`config.mk`:
```
export PLATFORM = sky130hd
export DESIGN_NAME = usage_ordered_record_table_top
export DESIGN_NICKNAME = d
export VERILOG_FILES = /design/src/design/uort_pkg.sv /design/src/design/uort_dp.sv /design/src/design/uort_ctrl.sv /design/src/design/usage_ordered_record_table_top.sv
export SDC_FILE = /design/constraint.sdc
export NUM_CORES = 2
export LEC_CHECK = 0
export ABC_AREA = 1
export BUFFER_PORTS_ARGS = -buffer_cell sky130_fd_sc_hd__buf_2
export CAP_MARGIN = 10
export CORE_MARGIN = 5
export CORE_UTILIZATION = 55
export DETAILED_ROUTE_END_ITERATION = 6
export GPL_ROUTABILITY_DRIVEN = 0
export PLACE_DENSITY = 0.72
export SYNTH_ARGS = -nofsm -noshare
export SYNTH_HDL_FRONTEND = slang
export SYNTH_SLANG_ARGS = --single-unit
export TNS_END_PERCENT = 1
```
`constraint.sdc`:
```
create_clock -name clk -period 15.5 [get_ports clk]
set_clock_uncertainty 0.15 [all_clocks]
set_input_delay 3.1 -clock clk [delete_from_list [all_inputs] [get_ports clk]]
set_output_delay 3.1 -clock clk [all_outputs]
set_load 0.02 [all_outputs]
```
`src/design/uort_pkg.sv`:
```
// shared constants, request and status codes, and the controller/datapath
// command and status structs for the usage ordered record table
// no dependencies
package uort_pkg;

  localparam int MAX_ENTRIES_DEF  = 16;
  localparam int RECORD_WIDTH_DEF = 32;

  // field widths of one request and one response
  localparam int REQ_W    = 3;
  localparam int IDX_W    = 4;
  localparam int WORD_W   = 32;
  localparam int USAGE_W  = 32;
  localparam int STATUS_W = 2;
  localparam int COUNT_W  = 5;
  localparam int TDATA_W  = 72;

  localparam logic [REQ_W-1:0] REQ_ADD    = 3'd0;
  localparam logic [REQ_W-1:0] REQ_EDIT   = 3'd1;
  localparam logic [REQ_W-1:0] REQ_REMOVE = 3'd2;
  localparam logic [REQ_W-1:0] REQ_BUMP   = 3'd3;
  localparam logic [REQ_W-1:0] REQ_CLEAR  = 3'd4;
  localparam logic [REQ_W-1:0] REQ_READ   = 3'd5;

  localparam logic [STATUS_W-1:0] ST_OK        = 2'd0;
  localparam logic [STATUS_W-1:0] ST_FULL      = 2'd1;
  localparam logic [STATUS_W-1:0] ST_BAD_INDEX = 2'd2;

  // read address select
  localparam logic [1:0] RA_IDX      = 2'd0;
  localparam logic [1:0] RA_PTR_NEXT = 2'd1;
  localparam logic [1:0] RA_I        = 2'd2;
  localparam logic [1:0] RA_J        = 2'd3;

  // write address select
  localparam logic [2:0] WA_COUNT = 3'd0;
  localparam logic [2:0] WA_IDX   = 3'd1;
  localparam logic [2:0] WA_PTR   = 3'd2;
  localparam logic [2:0] WA_I     = 3'd3;
  localparam logic [2:0] WA_J     = 3'd4;

  // write data select
  localparam logic [2:0] WD_ADD   = 3'd0;
  localparam logic [2:0] WD_EDIT  = 3'd1;
  localparam logic [2:0] WD_RDATA = 3'd2;
  localparam logic [2:0] WD_BUMP  = 3'd3;
  localparam logic [2:0] WD_CUR   = 3'd4;

  // entry count update
  localparam logic [1:0] CNT_HOLD = 2'd0;
  localparam logic [1:0] CNT_INC  = 2'd1;
  localparam logic [1:0] CNT_DEC  = 2'd2;
  localparam logic [1:0] CNT_CLR  = 2'd3;

  typedef struct packed {
    logic                load_req;
    logic                set_status;
    logic [STATUS_W-1:0] status;
    logic                rd_en;
    logic [1:0]          rd_sel;
    logic                wr_en;
    logic [2:0]          wr_sel;
    logic [2:0]          wd_sel;
    logic [1:0]          count_op;
    logic                ptr_load;
    logic                ptr_inc;
    logic                i_clr;
    logic                i_inc;
    logic                j_from_i;
    logic                j_inc;
    logic                cur_load;
    logic                rd_capture;
    logic                out_load;
  } dp_cmd_t;

  typedef struct packed {
    logic [REQ_W-1:0] req;
    logic             idx_ok;
    logic             full;
    logic             few;
    logic             rm_more;
    logic             swap_need;
    logic             j_more;
    logic             i_more;
    logic             out_free;
  } dp_stat_t;

endpackage

```
`src/design/uort_dp.sv`:
```
// datapath: request holding registers, entry memory, loop pointers,
// held sort entry and the response register
// depends on uort_pkg
module uort_dp #(
  parameter int MAX_ENTRIES  = uort_pkg::MAX_ENTRIES_DEF,
  parameter int RECORD_WIDTH = uort_pkg::RECORD_WIDTH_DEF
) (
  input  logic                          clk,
  input  logic                          rst,
  input  logic [uort_pkg::TDATA_W-1:0]  s_tdata,
  input  uort_pkg::dp_cmd_t             cmd,
  output uort_pkg::dp_stat_t            stat,
  input  logic                          m_tready,
  output logic                          m_tvalid,
  output logic [uort_pkg::TDATA_W-1:0]  m_tdata
);
  import uort_pkg::*;

  localparam int AW   = $clog2(MAX_ENTRIES);
  localparam int CW   = $clog2(MAX_ENTRIES + 1);
  localparam int CMPW = (CW > IDX_W) ? CW : IDX_W;
  localparam int EW   = RECORD_WIDTH + USAGE_W;

  localparam int IDX_LSB   = REQ_W;
  localparam int WORD_LSB  = IDX_LSB + IDX_W;
  localparam int USAGE_LSB = WORD_LSB + WORD_W;

  logic [REQ_W-1:0]        req;
  logic [IDX_W-1:0]        idx;
  logic [RECORD_WIDTH-1:0] word;
  logic [USAGE_W-1:0]      nusage;
  logic [CW-1:0]           count;
  logic [AW-1:0]           ptr;
  logic [AW-1:0]           ii;
  logic [AW-1:0]           jj;
  logic [EW-1:0]           cur;
  logic [EW-1:0]           rdata;
  logic [EW-1:0]           mem [MAX_ENTRIES];
  logic [STATUS_W-1:0]     status_q;
  logic [WORD_W-1:0]       rd_rec;
  logic [USAGE_W-1:0]      rd_use;

  logic                    out_valid;
  logic [STATUS_W-1:0]     out_status;
  logic [COUNT_W-1:0]      out_count;
  logic [WORD_W-1:0]       out_rec;
  logic [USAGE_W-1:0]      out_use;

  logic [AW-1:0]           rd_addr;
  logic [AW-1:0]           wr_addr;
  logic [EW-1:0]           wr_data;

  always_comb begin
    stat.req       = req;
    stat.idx_ok    = CMPW'(idx) < CMPW'(count);
    stat.full      = count == CW'(MAX_ENTRIES);
    stat.few       = count < CW'(2);
    stat.rm_more   = (CW'(ptr) + CW'(1)) < count;
    stat.j_more    = (CW'(jj) + CW'(1)) < count;
    stat.i_more    = (CW'(ii) + CW'(2)) < count;
    stat.swap_need = rdata[USAGE_W-1:0] > cur[USAGE_W-1:0];
    stat.out_free  = !out_valid || m_tready;
  end

  always_comb begin
    case (cmd.rd_sel)
      RA_IDX:      rd_addr = AW'(idx);
      RA_PTR_NEXT: rd_addr = ptr + AW'(1);
      RA_I:        rd_addr = ii;
      RA_J:        rd_addr = jj;
      default:     rd_addr = ii;
    endcase
  end

  always_comb begin
    case (cmd.wr_sel)
      WA_COUNT: wr_addr = AW'(count);
      WA_IDX:   wr_addr = AW'(idx);
      WA_PTR:   wr_addr = ptr;
      WA_I:     wr_addr = ii;
      WA_J:     wr_addr = jj;
      default:  wr_addr = ii;
    endcase
  end

  always_comb begin
    case (cmd.wd_sel)
      WD_ADD:   wr_data = {word, USAGE_W'(0)};
      WD_EDIT:  wr_data = {word, nusage};
      WD_RDATA: wr_data = rdata;
      WD_BUMP:  wr_data = {rdata[EW-1:USAGE_W], rdata[USAGE_W-1:0] + USAGE_W'(1)};
      WD_CUR:   wr_data = cur;
      default:  wr_data = cur;
    endcase
  end

  // entry memory: one write and one registered read per cycle
  always_ff @(posedge clk) begin
    if (cmd.wr_en) begin
      mem[wr_addr] <= wr_data;
    end
    if (cmd.rd_en) begin
      rdata <= mem[rd_addr];
    end
  end

  always_ff @(posedge clk) begin
    if (cmd.load_req) begin
      req    <= s_tdata[REQ_W-1:0];
      idx    <= s_tdata[IDX_LSB +: IDX_W];
      word   <= RECORD_WIDTH'(s_tdata[WORD_LSB +: WORD_W]);
      nusage <= s_tdata[USAGE_LSB +: USAGE_W];
    end
    if (cmd.ptr_load) begin
      ptr <= AW'(idx);
    end else if (cmd.ptr_inc) begin
      ptr <= ptr + AW'(1);
    end
    if (cmd.i_clr) begin
      ii <= '0;
    end else if (cmd.i_inc) begin
      ii <= ii + AW'(1);
    end
    if (cmd.j_from_i) begin
      jj <= ii + AW'(1);
    end else if (cmd.j_inc) begin
      jj <= jj + AW'(1);
    end
    // held entry i of the sort; a swap writes the old value to j
    if (cmd.cur_load) begin
      cur <= rdata;
    end
    if (cmd.load_req) begin
      status_q <= ST_OK;
    end else if (cmd.set_status) begin
      status_q <= cmd.status;
    end
    if (cmd.load_req) begin
      rd_rec <= '0;
      rd_use <= '0;
    end else if (cmd.rd_capture) begin
      rd_rec <= WORD_W'(rdata[EW-1:USAGE_W]);
      rd_use <= rdata[USAGE_W-1:0];
    end
    if (cmd.out_load) begin
      out_status <= status_q;
      out_count  <= COUNT_W'(count);
      out_rec    <= rd_rec;
      out_use    <= rd_use;
    end
  end

  always_ff @(posedge clk) begin
    if (rst) begin
      count     <= '0;
      out_valid <= 1'b0;
    end else begin
      case (cmd.count_op)
        CNT_INC: count <= count + CW'(1);
        CNT_DEC: count <= count - CW'(1);
        CNT_CLR: count <= '0;
        default: count <= count;
      endcase
      if (cmd.out_load) begin
        out_valid <= 1'b1;
      end else if (m_tready) begin
        out_valid <= 1'b0;
      end
    end
  end

  assign m_tvalid = out_valid;
  assign m_tdata  = TDATA_W'({out_use, out_rec, out_count, out_status});

endmodule

```
`src/design/uort_ctrl.sv`:
```
// controller: sequences one request at a time through the datapath
// (decode, remove shift, bump and exchange sort, read, response)
// depends on uort_pkg
module uort_ctrl (
  input  logic               clk,
  input  logic               rst,
  input  logic               s_tvalid,
  output logic               s_tready,
  input  uort_pkg::dp_stat_t stat,
  output uort_pkg::dp_cmd_t  cmd
);
  import uort_pkg::*;

  localparam logic [3:0] S_IDLE     = 4'd0;
  localparam logic [3:0] S_EXEC     = 4'd1;
  localparam logic [3:0] S_RM       = 4'd2;
  localparam logic [3:0] S_RM_WR    = 4'd3;
  localparam logic [3:0] S_BUMP_WR  = 4'd4;
  localparam logic [3:0] S_SORT_LD  = 4'd5;
  localparam logic [3:0] S_SORT_CUR = 4'd6;
  localparam logic [3:0] S_SORT_RD  = 4'd7;
  localparam logic [3:0] S_SORT_CMP = 4'd8;
  localparam logic [3:0] S_SORT_WB  = 4'd9;
  localparam logic [3:0] S_READ_CAP = 4'd10;
  localparam logic [3:0] S_RESP     = 4'd11;

  logic [3:0] state;
  logic [3:0] state_next;

  assign s_tready = (state == S_IDLE);

  always_comb begin
    cmd        = '0;
    state_next = state;
    case (state)
      S_IDLE: begin
        if (s_tvalid) begin
          cmd.load_req = 1'b1;
          state_next   = S_EXEC;
        end
      end
      S_EXEC: begin
        state_next = S_RESP;
        case (stat.req)
          REQ_ADD: begin
            if (stat.full) begin
              cmd.set_status = 1'b1;
              cmd.status     = ST_FULL;
            end else begin
              cmd.wr_en    = 1'b1;
              cmd.wr_sel   = WA_COUNT;
              cmd.wd_sel   = WD_ADD;
              cmd.count_op = CNT_INC;
            end
          end
          REQ_EDIT: begin
            if (!stat.idx_ok) begin
              cmd.set_status = 1'b1;
              cmd.status     = ST_BAD_INDEX;
            end else begin
              cmd.wr_en  = 1'b1;
              cmd.wr_sel = WA_IDX;
              cmd.wd_sel = WD_EDIT;
            end
          end
          REQ_REMOVE: begin
            if (!stat.idx_ok) begin
              cmd.set_status = 1'b1;
              cmd.status     = ST_BAD_INDEX;
            end else begin
              cmd.ptr_load = 1'b1;
              state_next   = S_RM;
            end
          end
          REQ_BUMP: begin
            if (!stat.idx_ok) begin
              cmd.set_status = 1'b1;
              cmd.status     = ST_BAD_INDEX;
            end else begin
              cmd.rd_en  = 1'b1;
              cmd.rd_sel = RA_IDX;
              state_next = S_BUMP_WR;
            end
          end
          REQ_CLEAR: begin
            cmd.count_op = CNT_CLR;
          end
          REQ_READ: begin
            if (!stat.idx_ok) begin
              cmd.set_status = 1'b1;
              cmd.status     = ST_BAD_INDEX;
            end else begin
              cmd.rd_en  = 1'b1;
              cmd.rd_sel = RA_IDX;
              state_next = S_READ_CAP;
            end
          end
          default: begin
            state_next = S_RESP;
          end
        endcase
      end
      // shift later entries down one place
      S_RM: begin
        if (stat.rm_more) begin
          cmd.rd_en  = 1'b1;
          cmd.rd_sel = RA_PTR_NEXT;
          state_next = S_RM_WR;
        end else begin
          cmd.count_op = CNT_DEC;
          state_next   = S_RESP;
        end
      end
      S_RM_WR: begin
        cmd.wr_en   = 1'b1;
        cmd.wr_sel  = WA_PTR;
        cmd.wd_sel  = WD_RDATA;
        cmd.ptr_inc = 1'b1;
        state_next  = S_RM;
      end
      S_BUMP_WR: begin
        cmd.wr_en  = 1'b1;
        cmd.wr_sel = WA_IDX;
        cmd.wd_sel = WD_BUMP;
        if (stat.few) begin
          state_next = S_RESP;
        end else begin
          cmd.i_clr  = 1'b1;
          state_next = S_SORT_LD;
        end
      end
      S_SORT_LD: begin
        cmd.rd_en    = 1'b1;
        cmd.rd_sel   = RA_I;
        cmd.j_from_i = 1'b1;
        state_next   = S_SORT_CUR;
      end
      S_SORT_CUR: begin
        cmd.cur_load = 1'b1;
        state_next   = S_SORT_RD;
      end
      S_SORT_RD: begin
        cmd.rd_en  = 1'b1;
        cmd.rd_sel = RA_J;
        state_next = S_SORT_CMP;
      end
      S_SORT_CMP: begin
        if (stat.swap_need) begin
          cmd.wr_en    = 1'b1;
          cmd.wr_sel   = WA_J;
          cmd.wd_sel   = WD_CUR;
          cmd.cur_load = 1'b1;
        end
        if (stat.j_more) begin
          cmd.j_inc  = 1'b1;
          state_next = S_SORT_RD;
        end else begin
          state_next = S_SORT_WB;
        end
      end
      S_SORT_WB: begin
        cmd.wr_en  = 1'b1;
        cmd.wr_sel = WA_I;
        cmd.wd_sel = WD_CUR;
        if (stat.i_more) begin
          cmd.i_inc  = 1'b1;
          state_next = S_SORT_LD;
        end else begin
          state_next = S_RESP;
        end
      end
      S_READ_CAP: begin
        cmd.rd_capture = 1'b1;
        state_next     = S_RESP;
      end
      S_RESP: begin
        if (stat.out_free) begin
          cmd.out_load = 1'b1;
          state_next   = S_IDLE;
        end
      end
      default: begin
        state_next = S_IDLE;
      end
    endcase
  end

  always_ff @(posedge clk) begin
    if (rst) begin
      state <= S_IDLE;
    end else begin
      state <= state_next;
    end
  end

endmodule

```
`src/design/usage_ordered_record_table_top.sv`:
```
// top level of the usage ordered record table: controller plus datapath
// depends on uort_pkg, uort_ctrl, uort_dp
//
// channel   dir  handshake           payload (lsb first)
// s_*       in   s_tvalid/s_tready   req_type[3], entry_index[4], record_word[32],
//                                    new_usage[32], pad
// m_*       out  m_tvalid/m_tready   status[2], entry_count[5], read_record[32],
//                                    read_usage[32], pad
//
// one request at a time; remove shifts every later entry down one place, and
// bump runs an exchange sort over the table that walks every pair through
// the single read port of the entry memory
// a waiting response does not block the next request from being accepted
// rst clears the entry count and the state machine; memory is not cleared
module usage_ordered_record_table_top #(
  parameter int MAX_ENTRIES  = uort_pkg::MAX_ENTRIES_DEF,
  parameter int RECORD_WIDTH = uort_pkg::RECORD_WIDTH_DEF
) (
  input  logic                         clk,
  input  logic                         rst,
  input  logic                         s_tvalid,
  output logic                         s_tready,
  // req_type, entry_index, record_word, new_usage
  input  logic [uort_pkg::TDATA_W-1:0] s_tdata,
  output logic                         m_tvalid,
  input  logic                         m_tready,
  // status, entry_count, read_record, read_usage
  output logic [uort_pkg::TDATA_W-1:0] m_tdata
);
  import uort_pkg::*;

  dp_cmd_t  cmd;
  dp_stat_t stat;

  uort_ctrl u_ctrl (
    .clk      (clk),
    .rst      (rst),
    .s_tvalid (s_tvalid),
    .s_tready (s_tready),
    .stat     (stat),
    .cmd      (cmd)
  );

  uort_dp #(
    .MAX_ENTRIES  (MAX_ENTRIES),
    .RECORD_WIDTH (RECORD_WIDTH)
  ) u_dp (
    .clk      (clk),
    .rst      (rst),
    .s_tdata  (s_tdata),
    .cmd      (cmd),
    .stat     (stat),
    .m_tready (m_tready),
    .m_tvalid (m_tvalid),
    .m_tdata  (m_tdata)
  );

  // count never grows past a full table
  a_no_inc_when_full: assert property (@(posedge clk) disable iff (rst)
    stat.full |-> (cmd.count_op != CNT_INC))
    else $error("entry count incremented on a full table");

  // a response is only loaded into a free output register
  a_out_load_free: assert property (@(posedge clk) disable iff (rst)
    cmd.out_load |-> stat.out_free)
    else $error("response overwrote a pending transaction");

  // one request in flight: no new accept right after one
  a_one_in_flight: assert property (@(posedge clk) disable iff (rst)
    (s_tvalid && s_tready) |=> !s_tready)
    else $error("second request accepted while one is in flight");

  // the memory is never written while waiting for a request
  a_idle_no_write: assert property (@(posedge clk) disable iff (rst)
    s_tready |-> !cmd.wr_en)
    else $error("entry memory written while idle");

endmodule

```
; Word level (Yosys, flattened, before mapping)
; Memories as Yosys holds them, arrays and structs flattened. A register that Yosys moved wholly into a read port is not among the register bits.
; Index checks and enable logic that the tools add are counted.
[op_classes]
addsub = 9
multipliers = 0
div_mod_pow = 0
n_lt_le_gt_ge = 6
eq_ne = 31
shifts = 0
muxes = 57
bitwise_logic = 0
reduce_logical = 14
[ops]
columns = op, n
row1 = $pmux W64 S4, 1
row2 = $mux W4, 12
row3 = $pmux W4 S12, 1
row4 = $pmux W7 S5, 1
row5 = $add A32 B1 Y32 const B, 1
row6 = $gt A32 B32 Y1, 1
row7 = $pmux W4 S4, 2
row8 = $mux W1, 22
row9 = $mux W3, 6
row10 = $eq A4 B3 Y1 const B, 4
row11 = $eq A4 B4 Y1 const B, 4
row12 = $eq A3 B2 Y1 const B, 5
row13 = $lt A5 B5 Y1, 3
row14 = $pmux W5 S3, 1
row15 = $mux W7, 2
row16 = $pmux W7 S2, 1
row17 = $add A4 B1 Y4 const B, 3
row18 = $pmux W3 S4, 1
row19 = $pmux W4 S3, 1
row20 = $add A4 B1 Y5 const B, 2
row21 = $eq A3 B1 Y1 const B, 3
row22 = $eq A3 B3 Y1 const B, 3
row23 = $logic_not A3 Y1, 3
row24 = $mux W9, 1
row25 = other kinds (24), 33
[word_totals]
reg_bits = 294
latchBits = 0
ramBits = 1024
romBits = 0
in_bits = 76
output_inout_bits = 74
wordCells = 136
mem_count = 1
[memory_table]
columns = name, words, word_bits, read_ports, rd_ports_with_merged_regs, write_ports, line
row1 = u_dp.mem, 16, 64, 1, 1, 1, uort_dp.sv:38  ; logic [EW-1:0] mem [MAX_ENTRIES];

; Longest topological paths before layout
[logic_depth]
word_depth = 6
depth_mapped = 22

; By module
; Synthesis repeated with hierarchy kept, for this count alone.
[hier_totals]
cells_unflattened = 5573
hier_area_um2 = 60389.2
[modules_own_cells]
columns = mod, instances, cells_each, area_each_um2, seq_area_each_um2
row1 = uort_dp, 1, 5446, 59767.3, 40619.0
row2 = uort_ctrl, 1, 127, 621.8, 80.1

; Worst setup path after synthesis
; Ideal clock, no wire load.
[synth_timing]
kind = reg2reg
from = register u_dp.count[2]
to = register u_dp.rdata[0], read port of u_dp.mem, enable pin
setup_time_ns = 0.706
t_arrival_ns = 8.615
path_slack_ns = 6.029
path_stages_with_launch = 8
path_cell_list = dfxtp_1 inv_1 ha_1 a21oi_1 o21a_1 and2_1 inv_1 o311ai_0
[synth_rtl]
columns = item, line
row1 = "start, declared", uort_dp.sv:32  ; logic [CW-1:0] count;
row2 = "start signal, assigned", uort_dp.sv:159  ; CNT_INC: count <= count + CW'(1);
row3 = "start signal, assigned", uort_dp.sv:160  ; CNT_DEC: count <= count - CW'(1);
row4 = "start signal, assigned", uort_dp.sv:162  ; default: count <= count;
row5 = "end, declared", uort_dp.sv:37  ; logic [EW-1:0] rdata;

; Worst setup path after layout
[layout_timing]
from = register u_dp.ptr[0]
to = register u_dp.rdata[9], read port of u_dp.mem, data pin
[layout_between]
elab_chain_cells = 6
elab_cells_between_ends = 10
[layout_lines]
columns = item, line
row1 = "start, declared", uort_dp.sv:33  ; logic [AW-1:0] ptr;
row2 = "start signal, assigned", uort_dp.sv:115  ; ptr <= AW'(idx);
row3 = "start signal, assigned", uort_dp.sv:117  ; ptr <= ptr + AW'(1);
row4 = $add A4 B1 Y5, uort_dp.sv:58  ; stat.rm_more = (CW'(ptr) + CW'(1)) < count;
row5 = $lt A5 B5 Y1, uort_dp.sv:58
row6 = $mux W3, uort_ctrl.sv:105  ; if (stat.rm_more) begin
row7 = $pmux W3 S4, uort_ctrl.sv:35  ; case (state)
row8 = "$eq A2 B2 Y1, or another cell as far along", uort_dp.sv:66  ; case (cmd.rd_sel)
row9 = $pmux W4 S4, uort_dp.sv:66
; Several ways; a longest one is shown, not always the timed one.
; A chain may end at the register's enable or synchronous reset.

==> metrics.txt <==
Max-slew headroom approximately 18%; CP max FO 161; VDD IR max 124.4 uV; die area between 100000 and 150000 um^2; first-pass GRT wire length 229500 um; design area 65670 um^2; Syn Nets roughly 5400; post-route setup TNS 0 ns; Post-synth top cells 1337 x nand2_1, 1302 x edfxtp_1, 946 x nand3_1; Tmin final about 6.5 ns; fin crit share 42.10%; Cell Area, Synth just under 60000 um^2; outcome complete, no violations; critical-path cell list ha_1 > xor2_1 > ha_1 > nand2_1 > inv_1 > o21ai_0 > nand3_1 > nor2_4 > inv_2 > nand2_4 > inv_2 > nand2_8 > nand2_8 > buf_4 > buf_4 > nand2_1 > nand3_1 > nand3_1 > nand3_1 > nand2_1; top post-synthesis cells by area edfxtp_1 66%, nand2_1 8.5%, nand3_1 8.0%; Yosys reg bits 1382; CP required 15.79 ns; DP Area 61140 um^2; worst hold-check path type flop to flop; ys flop type edfxtp_1; Post-CTS Setup Repair Bufs 0; max_cap viols 0; Area Growth Syn to Fin 10.59%; drt pass-1 iters 6; Leakage Power 25.17 nW; crit path kind flop to flop; Fmax 0.1532 GHz; final design utilization 61.25%; Crit. End Element flop; CTS buffer count 143; Clock transition at path regs 0.06 ns; Cell variety after synth 49; most instantiated library cell after synthesis nand2_1; DPL Wire Length 79080 um; clk buf depth 3; CTS tree done; unrepaired setup endpoints after global routing false; final WL around 150000 um; number of flops mapped to enable cells by yosys between 1000 and 1500; Final Hold Viols 0; Vias/cell between 5 and 6; DRC Markers 0; CP bufs+invs 5; largest net degree at the start of global routing between 200 and 250; vias in the first global route 38480; via count 40410; Largest delay share family, worst path simple AND/OR/NAND/NOR gates; DIE HEIGHT 338.6 um; crit start category flop; hold_buf cts 0; Synth area leader edfxtp_1; worst hold slack 0.2785 ns; slowest stage delay, CP 0.95 ns; Clock Sinks 1382; Port Buf Inserts 147; share of the synthesized area in the top cell type 65.84%; # rows between 100 and 150; final-stage net count roughly 5400; # IOs 150; ant diodes 0; die width 338.6 um; Mean Syn Cell Area approximately 11 um^2; Core Footprint roughly 110000 um^2; Critical Path Slowest Stage Cell nand2_8; hold path startpoint u_dp.rd_rec[0]; drt wl/cell 22.38 um; Final setup viols 0; Seq/Total Area, Yosys 68.54%; initial antenna violation count 2; ANT nets after route 0; Worst-Skew Late Latency 0.76 ns; reg-to-reg critical path startpoint u_dp.ptr[0]; Slew Limit Fails 0; slew of the pin with the lowest slew margin 1.222 ns; gr usage total between 20% and 30%; FFs w/ async S/R, synth 0%; total congestion overflow 0; Starting Density 55.39%; CP most frequent cell nand3_1; CTS H-tree depth 4; critical path arrival 6.81 ns; PwrDens between 150 and 200 nW/um^2; initial DRC count between 4000 and 5000; root buffer cell clkbuf_16; number of gates resized after cts 0; Yosys warning total 0; Mapped Cells 5247; worst setup path startpoint u_dp.ptr[0]; layout cell share with drive strength beyond 1 9.143%
[registers in the layout, indices dropped and copies added (netlist names), 32 cells and up]
| signal | count |
|---|---|
| u_dp.rd_use | 32 |
| u_dp.cur | 64 |
| u_dp.word | 32 |
| u_dp.out_use | 32 |
| u_dp.rdata | 64 |
| u_dp.nusage | 32 |
| u_dp.out_rec | 32 |
| u_dp.mem | 1024 |
| u_dp.rd_rec | 32 |
[metal layers]
metal | vias to the layer above | global-route usage, % | wire [um]
met5 | - | 0 | 0
met4 | 0 | 9.135 | 4971
met1 | 19480 | 35.80 | 59770
li1 | 18390 | - | -
met2 | 2197 | 41.76 | 72480
met3 | 344 | 4.629 | 15570
[cell usage in the layout (no fill, tap or decap), types with 44 or more instances in the layout]
| cell | count |
|---|---|
| nand3b_1 | 324 |
| buf_4 | 82 |
| nand2_1 | 1334 |
| nor2_1 | 63 |
| ha_1 | 55 |
| buf_2 | 147 |
| inv_1 | 443 |
| nand3_1 | 946 |
| o21ai_0 | 44 |
| a21oi_1 | 109 |
| clkbuf_16 | 149 |
| dfxtp_1 | 80 |
| edfxtp_1 | 1302 |
[area by class of cell]
class                      count  area, um^2
fill                        8122       41540
clock buffer                 181        3899
timing repair buffer         232        1411
tap                         1403        1755
clock inverter                77       619.3
multi-input combinational   3097       15560
inverter                     456        1727
sequential                  1382       40700
[worst register-to-register path: cells and delay by family (launching register included)]
kind                     cells  cell delay, ns
flip-flops                   1            0.49
XOR/XNOR                     1            0.19
adder cells (fa/ha/maj)      2            0.59
AND/OR/NAND/NOR             11            2.42
buffers and inverters        5            2.31
AO/OA/AOI/OAI                1            0.07
[stage by stage]
| step | power [mW] | cells | setup WS (ns) |
|---|---|---|---|
| after global routing | 12.78 | 6828 | 8.552 |
| after CTS | 12.18 | 6827 | 9.054 |
| after detailed placement | 8.888 | 6569 | 9.080 |
| after global placement | 8.786 | 6569 | 9.124 |
| after floorplan | 7.743 | 5247 | 6.029 |
| final | 12.19 | 6828 | 8.974 |
[final timing paths]
kind	endpoint	slack, ns	depth (start not counted)
setup reg to reg	u_dp.rdata[9]	8.97	20
setup / recovery	u_dp.rdata[9]	8.97	20
hold reg to reg	u_dp.out_rec[0]	0.28	0
hold / removal	u_dp.out_rec[0]	0.28	0
[cell families after synthesis]
kind of cell               share of synthesized area, %
AOI/OAI and AO/OA                                 2.398
xor gates and xnor gates                         0.1770
adders and majority gates                         1.193
buffers and inverters                             5.624
DFF                                               68.54
muxes                                           0.05478
other                                          0.006315
and+or+nand+nor                                   22.01
[where the power goes]
part | leakage, nW | internal, mW | switching (mW)
logic | 10.4 | 0.941 | 2.76
clock network | 2.20 | 1.89 | 1.42
registers | 12.6 | 4.99 | 0.204
total | 25.2 | 7.82 | 4.38
Note: power is estimated with default switching activity, not from simulation.
